File: config.mk
export PLATFORM = sky130hd
export DESIGN_NAME = depth_to_point_cloud_flat
export DESIGN_NICKNAME = d
export VERILOG_FILES = /design/src/rtl/core/dtpc_pkg.sv /design/src/rtl/core/dtpc_if.sv /design/src/rtl/core/dtpc_ctrl.sv /design/src/rtl/core/dtpc_dpath.sv /design/src/rtl/core/depth_to_point_cloud.sv /design/src/flat_wrapper.sv
export SDC_FILE = /design/constraint.sdc
export NUM_CORES = 2
export LEC_CHECK = 0
export ABC_AREA = 1
export BUFFER_PORTS_ARGS = -buffer_cell sky130_fd_sc_hd__buf_2
export CAP_MARGIN = 5
export CORE_MARGIN = 2
export CORE_UTILIZATION = 35
export DETAILED_ROUTE_END_ITERATION = 8
export PLACE_DENSITY = 0.6
export SKIP_LAST_GASP = 1
export SLEW_MARGIN = 10
export SYNTH_ARGS = -nofsm -noshare
export SYNTH_HDL_FRONTEND = slang
export SYNTH_HIERARCHICAL = 1
export SYNTH_SLANG_ARGS = --single-unit
File: constraint.sdc
create_clock -name clk -period 12 [get_ports clk]
set_input_delay 3 -clock clk [delete_from_list [all_inputs] [get_ports clk]]
set_output_delay 3 -clock clk [all_outputs]
set_load 0.02 [all_outputs]
File: src/rtl/core/dtpc_pkg.sv
// shared types and constants for the depth to point cloud converter
`default_nettype none

package dtpc_pkg;

    // field widths
    localparam int DEPTH_W    = 16;
    localparam int Z_W        = 26;
    localparam int XY_W       = 36;
    localparam int CFG_DIM_W  = 12;
    localparam int SCALE_W    = 24;
    localparam int CFG_DATA_W = 24;
    localparam int CFG_IDX_W  = 2;

    // defaults and fixed scaling
    localparam int DEF_MAX_DIM     = 2048;
    localparam int SCALE_FRAC_BITS = 24;
    localparam int UM_PER_MM       = 1000;

    // register reset values
    localparam logic [CFG_DIM_W-1:0] RST_FRAME_WIDTH  = 12'd640;
    localparam logic [CFG_DIM_W-1:0] RST_FRAME_HEIGHT = 12'd480;
    localparam logic [SCALE_W-1:0]   RST_PIXEL_SCALE  = 24'd29140;

    // register indexes
    localparam logic [CFG_IDX_W-1:0] CFG_FRAME_WIDTH  = 2'd0;
    localparam logic [CFG_IDX_W-1:0] CFG_FRAME_HEIGHT = 2'd1;
    localparam logic [CFG_IDX_W-1:0] CFG_PIXEL_SCALE  = 2'd2;

    // saturation limits of x and y
    localparam logic signed [XY_W-1:0] XY_MAX = {1'b0, {(XY_W-1){1'b1}}};
    localparam logic signed [XY_W-1:0] XY_MIN = {1'b1, {(XY_W-1){1'b0}}};

    // sequencer states
    typedef enum logic [3:0] {
        ST_IDLE,
        ST_MZ,
        ST_MXL,
        ST_MXH,
        ST_SX,
        ST_MYL,
        ST_MYH,
        ST_SY,
        ST_FIN
    } state_t;

    // multiplier operand selection
    typedef enum logic [2:0] {
        MUL_NONE,
        MUL_ZS,
        MUL_XLO,
        MUL_XHI,
        MUL_YLO,
        MUL_YHI
    } mul_op_t;

    // commands from the sequencer to the datapath
    typedef struct packed {
        logic    load;
        mul_op_t mul_op;
        logic    sum_x;
        logic    sum_y;
        logic    finish;
    } cmd_t;

    // status from the datapath to the sequencer
    typedef struct packed {
        logic out_free;
    } sts_t;

endpackage

`default_nettype wire

File: src/rtl/core/dtpc_if.sv
// request channels of the depth to point cloud converter
`default_nettype none

interface dtpc_depth_if;
    logic                          valid;
    logic                          ready;
    logic [dtpc_pkg::DEPTH_W-1:0]  depth_mm;

    modport source (output valid, output depth_mm, input ready);
    modport sink   (input valid, input depth_mm, output ready);
endinterface

interface dtpc_point_if;
    logic                              valid;
    logic                              ready;
    logic signed [dtpc_pkg::XY_W-1:0]  x_um;
    logic signed [dtpc_pkg::XY_W-1:0]  y_um;
    logic [dtpc_pkg::Z_W-1:0]          z_um;
    logic                              frame_last;

    modport source (output valid, output x_um, output y_um, output z_um, output frame_last,
                    input ready);
    modport sink   (input valid, input x_um, input y_um, input z_um, input frame_last,
                    output ready);
endinterface

`default_nettype wire

File: src/rtl/core/dtpc_ctrl.sv
// sequencer for the depth to point cloud converter
`default_nettype none

module dtpc_ctrl (
    input  wire logic           clk,
    input  wire logic           rst_n,
    input  wire logic           in_valid,
    output logic                in_ready,
    input  wire dtpc_pkg::sts_t sts,
    output dtpc_pkg::cmd_t      cmd
);

    dtpc_pkg::state_t state_reg;
    dtpc_pkg::state_t state_next;

    // state register
    always_ff @(posedge clk or negedge rst_n)
    begin
        if (!rst_n)
        begin
            state_reg <= dtpc_pkg::ST_IDLE;
        end
        else
        begin
            state_reg <= state_next;
        end
    end

    // next state and commands
    always_comb
    begin
        state_next = state_reg;
        cmd        = '0;
        cmd.mul_op = dtpc_pkg::MUL_NONE;
        in_ready   = 1'b0;
        case (state_reg)
            dtpc_pkg::ST_IDLE:
            begin
                in_ready = 1'b1;
                if (in_valid)
                begin
                    cmd.load   = 1'b1;
                    state_next = dtpc_pkg::ST_MZ;
                end
            end
            dtpc_pkg::ST_MZ:
            begin
                cmd.mul_op = dtpc_pkg::MUL_ZS;
                state_next = dtpc_pkg::ST_MXL;
            end
            dtpc_pkg::ST_MXL:
            begin
                cmd.mul_op = dtpc_pkg::MUL_XLO;
                state_next = dtpc_pkg::ST_MXH;
            end
            dtpc_pkg::ST_MXH:
            begin
                cmd.mul_op = dtpc_pkg::MUL_XHI;
                state_next = dtpc_pkg::ST_SX;
            end
            dtpc_pkg::ST_SX:
            begin
                cmd.sum_x  = 1'b1;
                state_next = dtpc_pkg::ST_MYL;
            end
            dtpc_pkg::ST_MYL:
            begin
                cmd.mul_op = dtpc_pkg::MUL_YLO;
                state_next = dtpc_pkg::ST_MYH;
            end
            dtpc_pkg::ST_MYH:
            begin
                cmd.mul_op = dtpc_pkg::MUL_YHI;
                state_next = dtpc_pkg::ST_SY;
            end
            dtpc_pkg::ST_SY:
            begin
                cmd.sum_y  = 1'b1;
                state_next = dtpc_pkg::ST_FIN;
            end
            dtpc_pkg::ST_FIN:
            begin
                if (sts.out_free)
                begin
                    cmd.finish = 1'b1;
                    state_next = dtpc_pkg::ST_IDLE;
                end
            end
            default:
            begin
                state_next = dtpc_pkg::ST_IDLE;
            end
        endcase
    end

`ifndef ASSERT_OFF
    // an accepted request always starts the z times scale product
    a_accept_starts: assert property (@(posedge clk) disable iff (!rst_n)
        (in_valid && in_ready) |=> (state_reg == dtpc_pkg::ST_MZ))
        else $error("accepted request did not start the multiply sequence");

    // a result waiting on a full output slot is held, not dropped
    a_fin_holds: assert property (@(posedge clk) disable iff (!rst_n)
        (state_reg == dtpc_pkg::ST_FIN && !sts.out_free) |=> (state_reg == dtpc_pkg::ST_FIN))
        else $error("finished point left the final state while output was busy");
`endif

endmodule

`default_nettype wire

File: src/rtl/core/dtpc_dpath.sv
// datapath: raster counters, shared multiplier, rounding and saturation
`default_nettype none

module dtpc_dpath #(
    parameter int MAX_DIM = dtpc_pkg::DEF_MAX_DIM
) (
    input  wire logic                                clk,
    input  wire logic                                rst_n,
    input  wire logic                                cfg_we,
    input  wire logic [dtpc_pkg::CFG_IDX_W-1:0]      cfg_index,
    input  wire logic [dtpc_pkg::CFG_DATA_W-1:0]     cfg_data,
    input  wire logic [dtpc_pkg::DEPTH_W-1:0]        depth_mm,
    input  wire dtpc_pkg::cmd_t                      cmd,
    output dtpc_pkg::sts_t                           sts,
    input  wire logic                                out_ready,
    output logic                                     out_valid,
    output logic signed [dtpc_pkg::XY_W-1:0]         x_um,
    output logic signed [dtpc_pkg::XY_W-1:0]         y_um,
    output logic [dtpc_pkg::Z_W-1:0]                 z_um,
    output logic                                     frame_last
);

    localparam int DIM_W   = $clog2(MAX_DIM);
    localparam int EFF_W   = $clog2(MAX_DIM + 1);
    localparam int CNT1_W  = DIM_W + 1;
    localparam int ZS_W    = dtpc_pkg::Z_W + dtpc_pkg::SCALE_W;
    localparam int LO_W    = ZS_W / 2;
    localparam int HI_W    = ZS_W - LO_W;
    localparam int MUL_A_W = (dtpc_pkg::Z_W > HI_W) ? dtpc_pkg::Z_W : HI_W;
    localparam int MUL_B_W = (dtpc_pkg::SCALE_W > DIM_W) ? dtpc_pkg::SCALE_W : DIM_W;
    localparam int PROD_W  = MUL_A_W + MUL_B_W;
    localparam int PLO_W   = LO_W + DIM_W;
    localparam int PHI_W   = HI_W + DIM_W;
    localparam int MAG_W   = ZS_W + DIM_W;

    // configuration registers
    logic [dtpc_pkg::CFG_DIM_W-1:0] fw_reg;
    logic [dtpc_pkg::CFG_DIM_W-1:0] fh_reg;
    logic [dtpc_pkg::SCALE_W-1:0]   scale_reg;

    // raster position
    logic [DIM_W-1:0] col_reg;
    logic [DIM_W-1:0] row_reg;
    logic [DIM_W-1:0] col_next;
    logic [DIM_W-1:0] row_next;

    // per-pixel operands
    logic [dtpc_pkg::Z_W-1:0] z_reg;
    logic [DIM_W-1:0]         dx_reg;
    logic [DIM_W-1:0]         dy_reg;
    logic                     neg_x_reg;
    logic                     neg_y_reg;
    logic                     last_reg;

    // products and sums
    logic [ZS_W-1:0]  zs_reg;
    logic [PLO_W-1:0] plo_reg;
    logic [PHI_W-1:0] phi_reg;
    logic [MAG_W-1:0] mag_x_reg;
    logic [MAG_W-1:0] mag_y_reg;

    // output slot
    logic                             out_valid_reg;
    logic signed [dtpc_pkg::XY_W-1:0] x_out_reg;
    logic signed [dtpc_pkg::XY_W-1:0] y_out_reg;
    logic [dtpc_pkg::Z_W-1:0]         z_out_reg;
    logic                             last_out_reg;

    logic [EFF_W-1:0]   w_eff;
    logic [EFF_W-1:0]   h_eff;
    logic [CNT1_W-1:0]  w_ext;
    logic [CNT1_W-1:0]  h_ext;
    logic [CNT1_W-1:0]  u_inc;
    logic [CNT1_W-1:0]  v_inc;
    logic               row_end;
    logic               frame_end;
    logic [DIM_W-1:0]   cu;
    logic [DIM_W-1:0]   cv;
    logic               neg_x;
    logic               neg_y;
    logic [DIM_W-1:0]   dx;
    logic [DIM_W-1:0]   dy;
    logic [MUL_A_W-1:0] mul_a;
    logic [MUL_B_W-1:0] mul_b;
    logic [PROD_W-1:0]  mul_p;
    logic [MAG_W-1:0]   mag_sum;

    // clamp a configured size into 1..MAX_DIM
    function automatic logic [EFF_W-1:0] eff_dim(input logic [dtpc_pkg::CFG_DIM_W-1:0] d);
        logic [EFF_W-1:0] r;
        if (d == '0)
        begin
            r = EFF_W'(1);
        end
        else if (32'(d) > 32'(MAX_DIM))
        begin
            r = EFF_W'(MAX_DIM);
        end
        else
        begin
            r = EFF_W'(d);
        end
        return r;
    endfunction

    // floor of the signed product over 2^frac, saturated to the output range
    function automatic logic signed [dtpc_pkg::XY_W-1:0] to_um(input logic [MAG_W-1:0] mag,
                                                                 input logic neg);
        logic signed [MAG_W:0]            s;
        logic signed [MAG_W:0]            t;
        logic [MAG_W-dtpc_pkg::XY_W+1:0]  top;
        logic signed [dtpc_pkg::XY_W-1:0] r;
        s   = neg ? -$signed({1'b0, mag}) : $signed({1'b0, mag});
        t   = s >>> dtpc_pkg::SCALE_FRAC_BITS;
        top = t[MAG_W:dtpc_pkg::XY_W-1];
        if ((&top) || !(|top))
        begin
            r = t[dtpc_pkg::XY_W-1:0];
        end
        else if (t[MAG_W])
        begin
            r = dtpc_pkg::XY_MIN;
        end
        else
        begin
            r = dtpc_pkg::XY_MAX;
        end
        return r;
    endfunction

    // position of the incoming pixel and its offsets from the centre
    always_comb
    begin
        w_eff     = eff_dim(fw_reg);
        h_eff     = eff_dim(fh_reg);
        w_ext     = CNT1_W'(w_eff);
        h_ext     = CNT1_W'(h_eff);
        u_inc     = {1'b0, col_reg} + CNT1_W'(1);
        v_inc     = {1'b0, row_reg} + CNT1_W'(1);
        row_end   = (u_inc >= w_ext);
        frame_end = row_end && (v_inc >= h_ext);
        cu        = DIM_W'(w_eff >> 1);
        cv        = DIM_W'(h_eff >> 1);
        neg_x     = (col_reg > cu);
        neg_y     = (row_reg > cv);
        dx        = neg_x ? (col_reg - cu) : (cu - col_reg);
        dy        = neg_y ? (row_reg - cv) : (cv - row_reg);
        if (row_end)
        begin
            col_next = '0;
            row_next = (v_inc >= h_ext) ? '0 : v_inc[DIM_W-1:0];
        end
        else
        begin
            col_next = u_inc[DIM_W-1:0];
            row_next = row_reg;
        end
    end

    // shared multiplier operand selection
    always_comb
    begin
        case (cmd.mul_op)
            dtpc_pkg::MUL_ZS:
            begin
                mul_a = MUL_A_W'(z_reg);
                mul_b = MUL_B_W'(scale_reg);
            end
            dtpc_pkg::MUL_XLO:
            begin
                mul_a = MUL_A_W'(zs_reg[LO_W-1:0]);
                mul_b = MUL_B_W'(dx_reg);
            end
            dtpc_pkg::MUL_XHI:
            begin
                mul_a = MUL_A_W'(zs_reg[ZS_W-1:LO_W]);
                mul_b = MUL_B_W'(dx_reg);
            end
            dtpc_pkg::MUL_YLO:
            begin
                mul_a = MUL_A_W'(zs_reg[LO_W-1:0]);
                mul_b = MUL_B_W'(dy_reg);
            end
            dtpc_pkg::MUL_YHI:
            begin
                mul_a = MUL_A_W'(zs_reg[ZS_W-1:LO_W]);
                mul_b = MUL_B_W'(dy_reg);
            end
            default:
            begin
                mul_a = '0;
                mul_b = '0;
            end
        endcase
    end

    assign mul_p   = PROD_W'(mul_a) * PROD_W'(mul_b);

    // recombine the two partial products
    assign mag_sum = (MAG_W'(phi_reg) << LO_W) + MAG_W'(plo_reg);

    // control state: configuration, counters, output valid
    always_ff @(posedge clk or negedge rst_n)
    begin
        if (!rst_n)
        begin
            fw_reg        <= dtpc_pkg::RST_FRAME_WIDTH;
            fh_reg        <= dtpc_pkg::RST_FRAME_HEIGHT;
            scale_reg     <= dtpc_pkg::RST_PIXEL_SCALE;
            col_reg       <= '0;
            row_reg       <= '0;
            out_valid_reg <= 1'b0;
        end
        else
        begin
            if (cfg_we)
            begin
                case (cfg_index)
                    dtpc_pkg::CFG_FRAME_WIDTH:
                    begin
                        fw_reg <= cfg_data[dtpc_pkg::CFG_DIM_W-1:0];
                    end
                    dtpc_pkg::CFG_FRAME_HEIGHT:
                    begin
                        fh_reg <= cfg_data[dtpc_pkg::CFG_DIM_W-1:0];
                    end
                    dtpc_pkg::CFG_PIXEL_SCALE:
                    begin
                        scale_reg <= cfg_data[dtpc_pkg::SCALE_W-1:0];
                    end
                    default:
                    begin
                    end
                endcase
            end
            if (cmd.load)
            begin
                col_reg <= col_next;
                row_reg <= row_next;
            end
            if (cmd.finish)
            begin
                out_valid_reg <= 1'b1;
            end
            else if (out_ready)
            begin
                out_valid_reg <= 1'b0;
            end
        end
    end

    // payload registers
    always_ff @(posedge clk)
    begin
        if (cmd.load)
        begin
            z_reg     <= dtpc_pkg::Z_W'(depth_mm) * dtpc_pkg::Z_W'(dtpc_pkg::UM_PER_MM);
            dx_reg    <= dx;
            dy_reg    <= dy;
            neg_x_reg <= neg_x;
            neg_y_reg <= neg_y;
            last_reg  <= frame_end;
        end
        case (cmd.mul_op)
            dtpc_pkg::MUL_ZS:
            begin
                zs_reg <= mul_p[ZS_W-1:0];
            end
            dtpc_pkg::MUL_XLO, dtpc_pkg::MUL_YLO:
            begin
                plo_reg <= mul_p[PLO_W-1:0];
            end
            dtpc_pkg::MUL_XHI, dtpc_pkg::MUL_YHI:
            begin
                phi_reg <= mul_p[PHI_W-1:0];
            end
            default:
            begin
            end
        endcase
        if (cmd.sum_x)
        begin
            mag_x_reg <= mag_sum;
        end
        if (cmd.sum_y)
        begin
            mag_y_reg <= mag_sum;
        end
        if (cmd.finish)
        begin
            x_out_reg    <= to_um(mag_x_reg, neg_x_reg);
            y_out_reg    <= to_um(mag_y_reg, neg_y_reg);
            z_out_reg    <= z_reg;
            last_out_reg <= last_reg;
        end
    end

    assign sts.out_free = !out_valid_reg || out_ready;
    assign out_valid    = out_valid_reg;
    assign x_um         = x_out_reg;
    assign y_um         = y_out_reg;
    assign z_um         = z_out_reg;
    assign frame_last   = last_out_reg;

`ifndef ASSERT_OFF
    // a finished point is presented on the next cycle
    a_finish_shows: assert property (@(posedge clk) disable iff (!rst_n)
        cmd.finish |=> out_valid_reg)
        else $error("finished point not presented");

    // the column counter stays inside the row after each pixel
    a_col_bound: assert property (@(posedge clk) disable iff (!rst_n)
        cmd.load |=> ({1'b0, col_reg} < $past(w_ext)))
        else $error("column counter ran past the frame width");

    // the last pixel of a frame returns the raster to the origin
    a_frame_wrap: assert property (@(posedge clk) disable iff (!rst_n)
        (cmd.load && frame_end) |=> (col_reg == '0 && row_reg == '0))
        else $error("raster did not wrap after the last pixel");
`endif

endmodule

`default_nettype wire

File: src/rtl/core/depth_to_point_cloud.sv
// top level: depth pixel stream to 3d point stream
//
//  channel     dir  handshake           payload
//  depth_in    in   valid/ready         depth_mm[15:0]
//  point_out   out  valid/ready         x_um[35:0] s, y_um[35:0] s, z_um[25:0], frame_last
//  cfg         in   cfg_we, no ready    cfg_index[1:0], cfg_data[23:0]
//
//  each pixel steps through accept, z*scale, two partial products per axis,
//  one recombining sum per axis, and the output load; the single shared
//  multiplier sets this sequence
//  a new request is taken as soon as the previous point sits in the output slot
//  a stall on point_out holds the finished point in the final step
//  reset clears the raster counters and restores the register defaults; no clearing pass
`default_nettype none

module depth_to_point_cloud #(
    parameter int MAX_DIM = dtpc_pkg::DEF_MAX_DIM
) (
    input  wire logic                             clk,
    input  wire logic                             rst_n,
    dtpc_depth_if.sink                            depth_in,
    dtpc_point_if.source                          point_out,
    input  wire logic                             cfg_we,
    input  wire logic [dtpc_pkg::CFG_IDX_W-1:0]   cfg_index,
    input  wire logic [dtpc_pkg::CFG_DATA_W-1:0]  cfg_data
);

    dtpc_pkg::cmd_t cmd;
    dtpc_pkg::sts_t sts;
    logic           in_ready;

    // sequencer
    dtpc_ctrl u_ctrl (
        .clk      (clk),
        .rst_n    (rst_n),
        .in_valid (depth_in.valid),
        .in_ready (in_ready),
        .sts      (sts),
        .cmd      (cmd)
    );

    assign depth_in.ready = in_ready;

    // datapath
    dtpc_dpath #(
        .MAX_DIM (MAX_DIM)
    ) u_dpath (
        .clk        (clk),
        .rst_n      (rst_n),
        .cfg_we     (cfg_we),
        .cfg_index  (cfg_index),
        .cfg_data   (cfg_data),
        .depth_mm   (depth_in.depth_mm),
        .cmd        (cmd),
        .sts        (sts),
        .out_ready  (point_out.ready),
        .out_valid  (point_out.valid),
        .x_um       (point_out.x_um),
        .y_um       (point_out.y_um),
        .z_um       (point_out.z_um),
        .frame_last (point_out.frame_last)
    );

endmodule

`default_nettype wire

File: src/flat_wrapper.sv
// flat-port wrapper written by rule: the top's interface ports become plain ports
module depth_to_point_cloud_flat 
#(
    parameter int MAX_DIM = dtpc_pkg::DEF_MAX_DIM
)
  (clk, rst_n, cfg_we, cfg_index, cfg_data, depth_in_valid, depth_in_depth_mm, depth_in_ready, point_out_valid, point_out_x_um, point_out_y_um, point_out_z_um, point_out_frame_last, point_out_ready);
  dtpc_depth_if depth_in_i ();
  dtpc_point_if point_out_i ();
  input  wire logic clk;
  input  wire logic rst_n;
  input  wire logic cfg_we;
  input  wire logic [dtpc_pkg::CFG_IDX_W-1:0] cfg_index;
  input  wire logic [dtpc_pkg::CFG_DATA_W-1:0] cfg_data;
  input wire logic [$bits(depth_in_i.valid)-1:0] depth_in_valid;
  input wire logic [$bits(depth_in_i.depth_mm)-1:0] depth_in_depth_mm;
  output wire logic [$bits(depth_in_i.ready)-1:0] depth_in_ready;
  output wire logic [$bits(point_out_i.valid)-1:0] point_out_valid;
  output wire logic [$bits(point_out_i.x_um)-1:0] point_out_x_um;
  output wire logic [$bits(point_out_i.y_um)-1:0] point_out_y_um;
  output wire logic [$bits(point_out_i.z_um)-1:0] point_out_z_um;
  output wire logic [$bits(point_out_i.frame_last)-1:0] point_out_frame_last;
  input wire logic [$bits(point_out_i.ready)-1:0] point_out_ready;
  assign depth_in_i.valid = depth_in_valid;
  assign depth_in_i.depth_mm = depth_in_depth_mm;
  assign depth_in_ready = depth_in_i.ready;
  assign point_out_valid = point_out_i.valid;
  assign point_out_x_um = point_out_i.x_um;
  assign point_out_y_um = point_out_i.y_um;
  assign point_out_z_um = point_out_i.z_um;
  assign point_out_frame_last = point_out_i.frame_last;
  assign point_out_i.ready = point_out_ready;
  depth_to_point_cloud #(.MAX_DIM(MAX_DIM)) u_core (.clk(clk), .rst_n(rst_n), .depth_in(depth_in_i), .point_out(point_out_i), .cfg_we(cfg_we), .cfg_index(cfg_index), .cfg_data(cfg_data));
endmodule
==> out/results.txt <==
Worst r2r dst: u_core/u_dpath/zs_reg[23]$_DFFE_PN_
Hold buffers post-CTS: 0
Clock Skews: 0.05656 ns
Worst R2R Setup Slack: 2.23 ns
Multi-input logic area: 0.02920 sq mm
Core ar.: 0.1358 sq mm
Synth warn: 6
First-pass GRT wire length: 220.2 mm
CP bufs+invs: 10
Routed length per instance: 18.38 microns
Post-synthesis adder-cell area fraction: 32.51%
Worst Path Required: 12.32 ns
CP startpoint: u_core/u_ctrl/state_reg[2]$_DFFE_PN0P_
R2r startpoint: u_core/u_ctrl/state_reg[2]$_DFFE_PN0P_
Top-level I/O count: 148
Overall global routing resource usage: 20.16%
Worst setup SP type: flip-flop
Seq. cell area: 0.01355 sq mm
Post-synth EDFFs: 388
Initial antenna violation count: 11
Hold Path Class: flip-flop to flip-flop
Row count: 135
Worst-Margin Slew: 1.081 ns
Post-synthesis compound-gate area fraction: 4.304%
Synthesized area per cell: 8.370 sq um
Overall routed net length: 140.9 mm
Post-Synth XOR/XNOR Area: 3.104%
Cell depth of the worst setup path: 30
Max Cap Viol: 0
Total CTS buffers: 49
Final net count: 6790
Worst setup path endpoint: u_core/u_dpath/zs_reg[23]$_DFFE_PN_
Setup TNS: 0 ns
DIE HEIGHT: 374.2 microns
Vias per cell: 4.862
Die Wd: 374.2 microns
Syn Std Cell Area: 0.04796 sq mm
Clock Pin Slew Worst Setup and Hold Paths: 0.07 ns
Outcome: completed
Final setup vio count: 0
Drt pass-1 iters: 7
DRC Markers: 0
Final RePlAce weighted congestion: 0.9657
Fin. Hold Viols: 0
Vias: 37.29k
Latest clock arrival within the worst-skew pair: 0.64 ns
Max-slew violation count: 0
Pre-CTS setup slack: 2.315 ns
Worst path slowest cell: xnor2_1
CTS HTree Levels: 2
Reg2reg path depth: 30
Setup crit end kind: flip-flop
Number of global-route vias before repair: 38.37k
Cells after Synth: 5730
CTS sink count: 463
Post-CTS setup buffer count: 0
CP max FO: 46
Final min period: 9.773 ns
CTS tree: built
Post-synthesis sequential area ratio: 28.24%
Antenna-violating nets left: 0
Clk buf depth: 3
Synth cell types: 55
Biggest cell delay along the critical path: 0.62 ns
Util after Layout: 38.55%
Fin crit share: 81.44%
Area delta synth->final: 9.167%
Grt ovf: 0
Initial core utilization: 35.32%
Fmax: 0.1023 GHz
Simple-gate share of the synthesized area: 20.35%
Slew margin rel.: 27.87%
# fillers: 13.97k
Mux contribution to synthesized area: 0.1644%
Die Area: 0.1400 sq mm
Largest net degree at the start of global routing: 71
Crit Path Category: flip-flop to flip-flop
Unrepaired setup endpoints after global routing: false
Root Buffer: clkbuf_16
CP most frequent cell: fa_1
Crit path max-delay family: adder cells
Synth async-reset ratio: 16.20%
Synth Register Bits: 463
Port Buffers: 144
Worst Path Arrival: 10.09 ns
Setup ws final: 2.227 ns
DR iter-0 viols: 3170
Post-cts resize count: 0
DP HPWL: 114.2 mm
Main combinational cell family by area after synthesis: adder cells
Dominant synthesized flop cell: edfxtp_1
Layout cells sized above 1: 6.064%
cell families (layout without fill, tap and decap cells):
group | after synthesis | in the layout
compound gates | 374 | 374
mux | 7 | 7
fa+ha+maj | 895 | 895
other cells | 2 | 43
buf+inv | 1397 | 1514
xor+xnor | 170 | 170
flops | 463 | 463
simple gates | 2422 | 2422
Yosys cell counts, types with 7 or more instances:
cell type | number | area share (%)
dfstp_2 | 14 | 0.77
xnor2_1 | 50 | 0.91
xor2_1 | 120 | 2.2
o22ai_1 | 12 | 0.16
o21bai_1 | 17 | 0.27
nor2_1 | 454 | 3.6
nand2_1 | 1632 | 13
buf_4 | 8 | 0.13
nand3b_1 | 8 | 0.13
mux2_2 | 7 | 0.16
o21a_1 | 9 | 0.14
nand3_1 | 186 | 1.9
inv_1 | 1220 | 9.5
nor3_1 | 39 | 0.41
edfxtp_1 | 388 | 24
ha_1 | 310 | 8.1
a21oi_1 | 152 | 1.6
dfrtp_1 | 61 | 3.2
nor2_4 | 10 | 0.23
buf_2 | 83 | 0.87
clkbuf_1 | 59 | 0.46
a21o_1 | 11 | 0.17
nand2_2 | 8 | 0.10
nor4_1 | 12 | 0.16
o21ai_0 | 137 | 1.4
inv_2 | 13 | 0.10
a21boi_0 | 9 | 0.14
o21ai_1 | 9 | 0.094
nand4_1 | 49 | 0.64
nor2_2 | 9 | 0.12
fa_1 | 585 | 24
per-stage QoR:
stage / cell area (sq um) / hold WS (ns) / std cells
after floorplan: 48110 / 0.4003 / 5770
after global placement: 50660 / 0.4377 / 7577
after detailed placement: 50690 / 0.4445 / 7578
after CTS: 52360 / 0.4582 / 7668
after global routing: 52360 / 0.4617 / 7668
final: 52360 / 0.4513 / 7669
cells in the final DEF, fill, tap and decap left out, drive strengths merged, types with 5 or more instances in the layout:
cell         n
dfrtp       61
bufinv       5
o22ai       13
buf        188
a21o        11
nand3b       8
nand3      187
edfxtp     388
inv       1241
o21bai      18
fa         585
a31oi        7
xnor2       50
nor3        41
o21a         9
a21oi      152
ha         310
nor4        12
nor2       474
xor2       120
dfstp       14
clkbuf      54
o21ai      146
clkinvlp     7
nand2     1641
clkinv      19
nand4       49
or2          6
conb        42
mux2         7
a21boi       9
routing by layer:
layer	global-route usage, %	share of wire [%]	up-vias
met5	0	0.0092	-
met4	4.192	2.1	2
met3	2.482	6.4	171
met2	34.35	48	1212
met1	27.51	44	18320
li1	-	-	17580
worst min path at each step:
| stage | from | to | slack [ns] | cells past startpoint |
|---|---|---|---|---|
| 2_1_floorplan | u_core/u_dpath/last_reg$_DFFE_PP_ | u_core/u_dpath/frame_last$_DFFE_PP_ | 0.40 | 0 |
| 3_3_place_gp | u_core/u_dpath/last_reg$_DFFE_PP_ | u_core/u_dpath/frame_last$_DFFE_PP_ | 0.44 | 0 |
| 3_5_place_dp | u_core/u_dpath/plo_reg[14]$_DFFE_PN_ | u_core/u_dpath/mag_y_reg[14]$_DFFE_PP_ | 0.44 | 0 |
| 4_1_cts | u_core/u_dpath/plo_reg[14]$_DFFE_PN_ | u_core/u_dpath/mag_y_reg[14]$_DFFE_PP_ | 0.46 | 0 |
| 5_1_grt | u_core/u_dpath/last_reg$_DFFE_PP_ | u_core/u_dpath/frame_last$_DFFE_PP_ | 0.46 | 0 |
| 6_report | u_core/u_dpath/last_reg$_DFFE_PP_ | u_core/u_dpath/frame_last$_DFFE_PP_ | 0.45 | 0 |
final cells by class:
cell class | instances | share of cell area [%]
clock buffers | 54 | 2.378
diodes | 1 | 0.004779
inverters | 1236 | 8.861
well taps | 1781 | 4.256
flip-flops and latches | 463 | 25.87
repair buffers | 188 | 2.050
clock inverters | 36 | 0.8029
multi-input cells | 3910 | 55.78
Power is left out: the tool's default activity adds up to more than one toggle a clock period on the data nets, which glitch-free logic cannot reach.
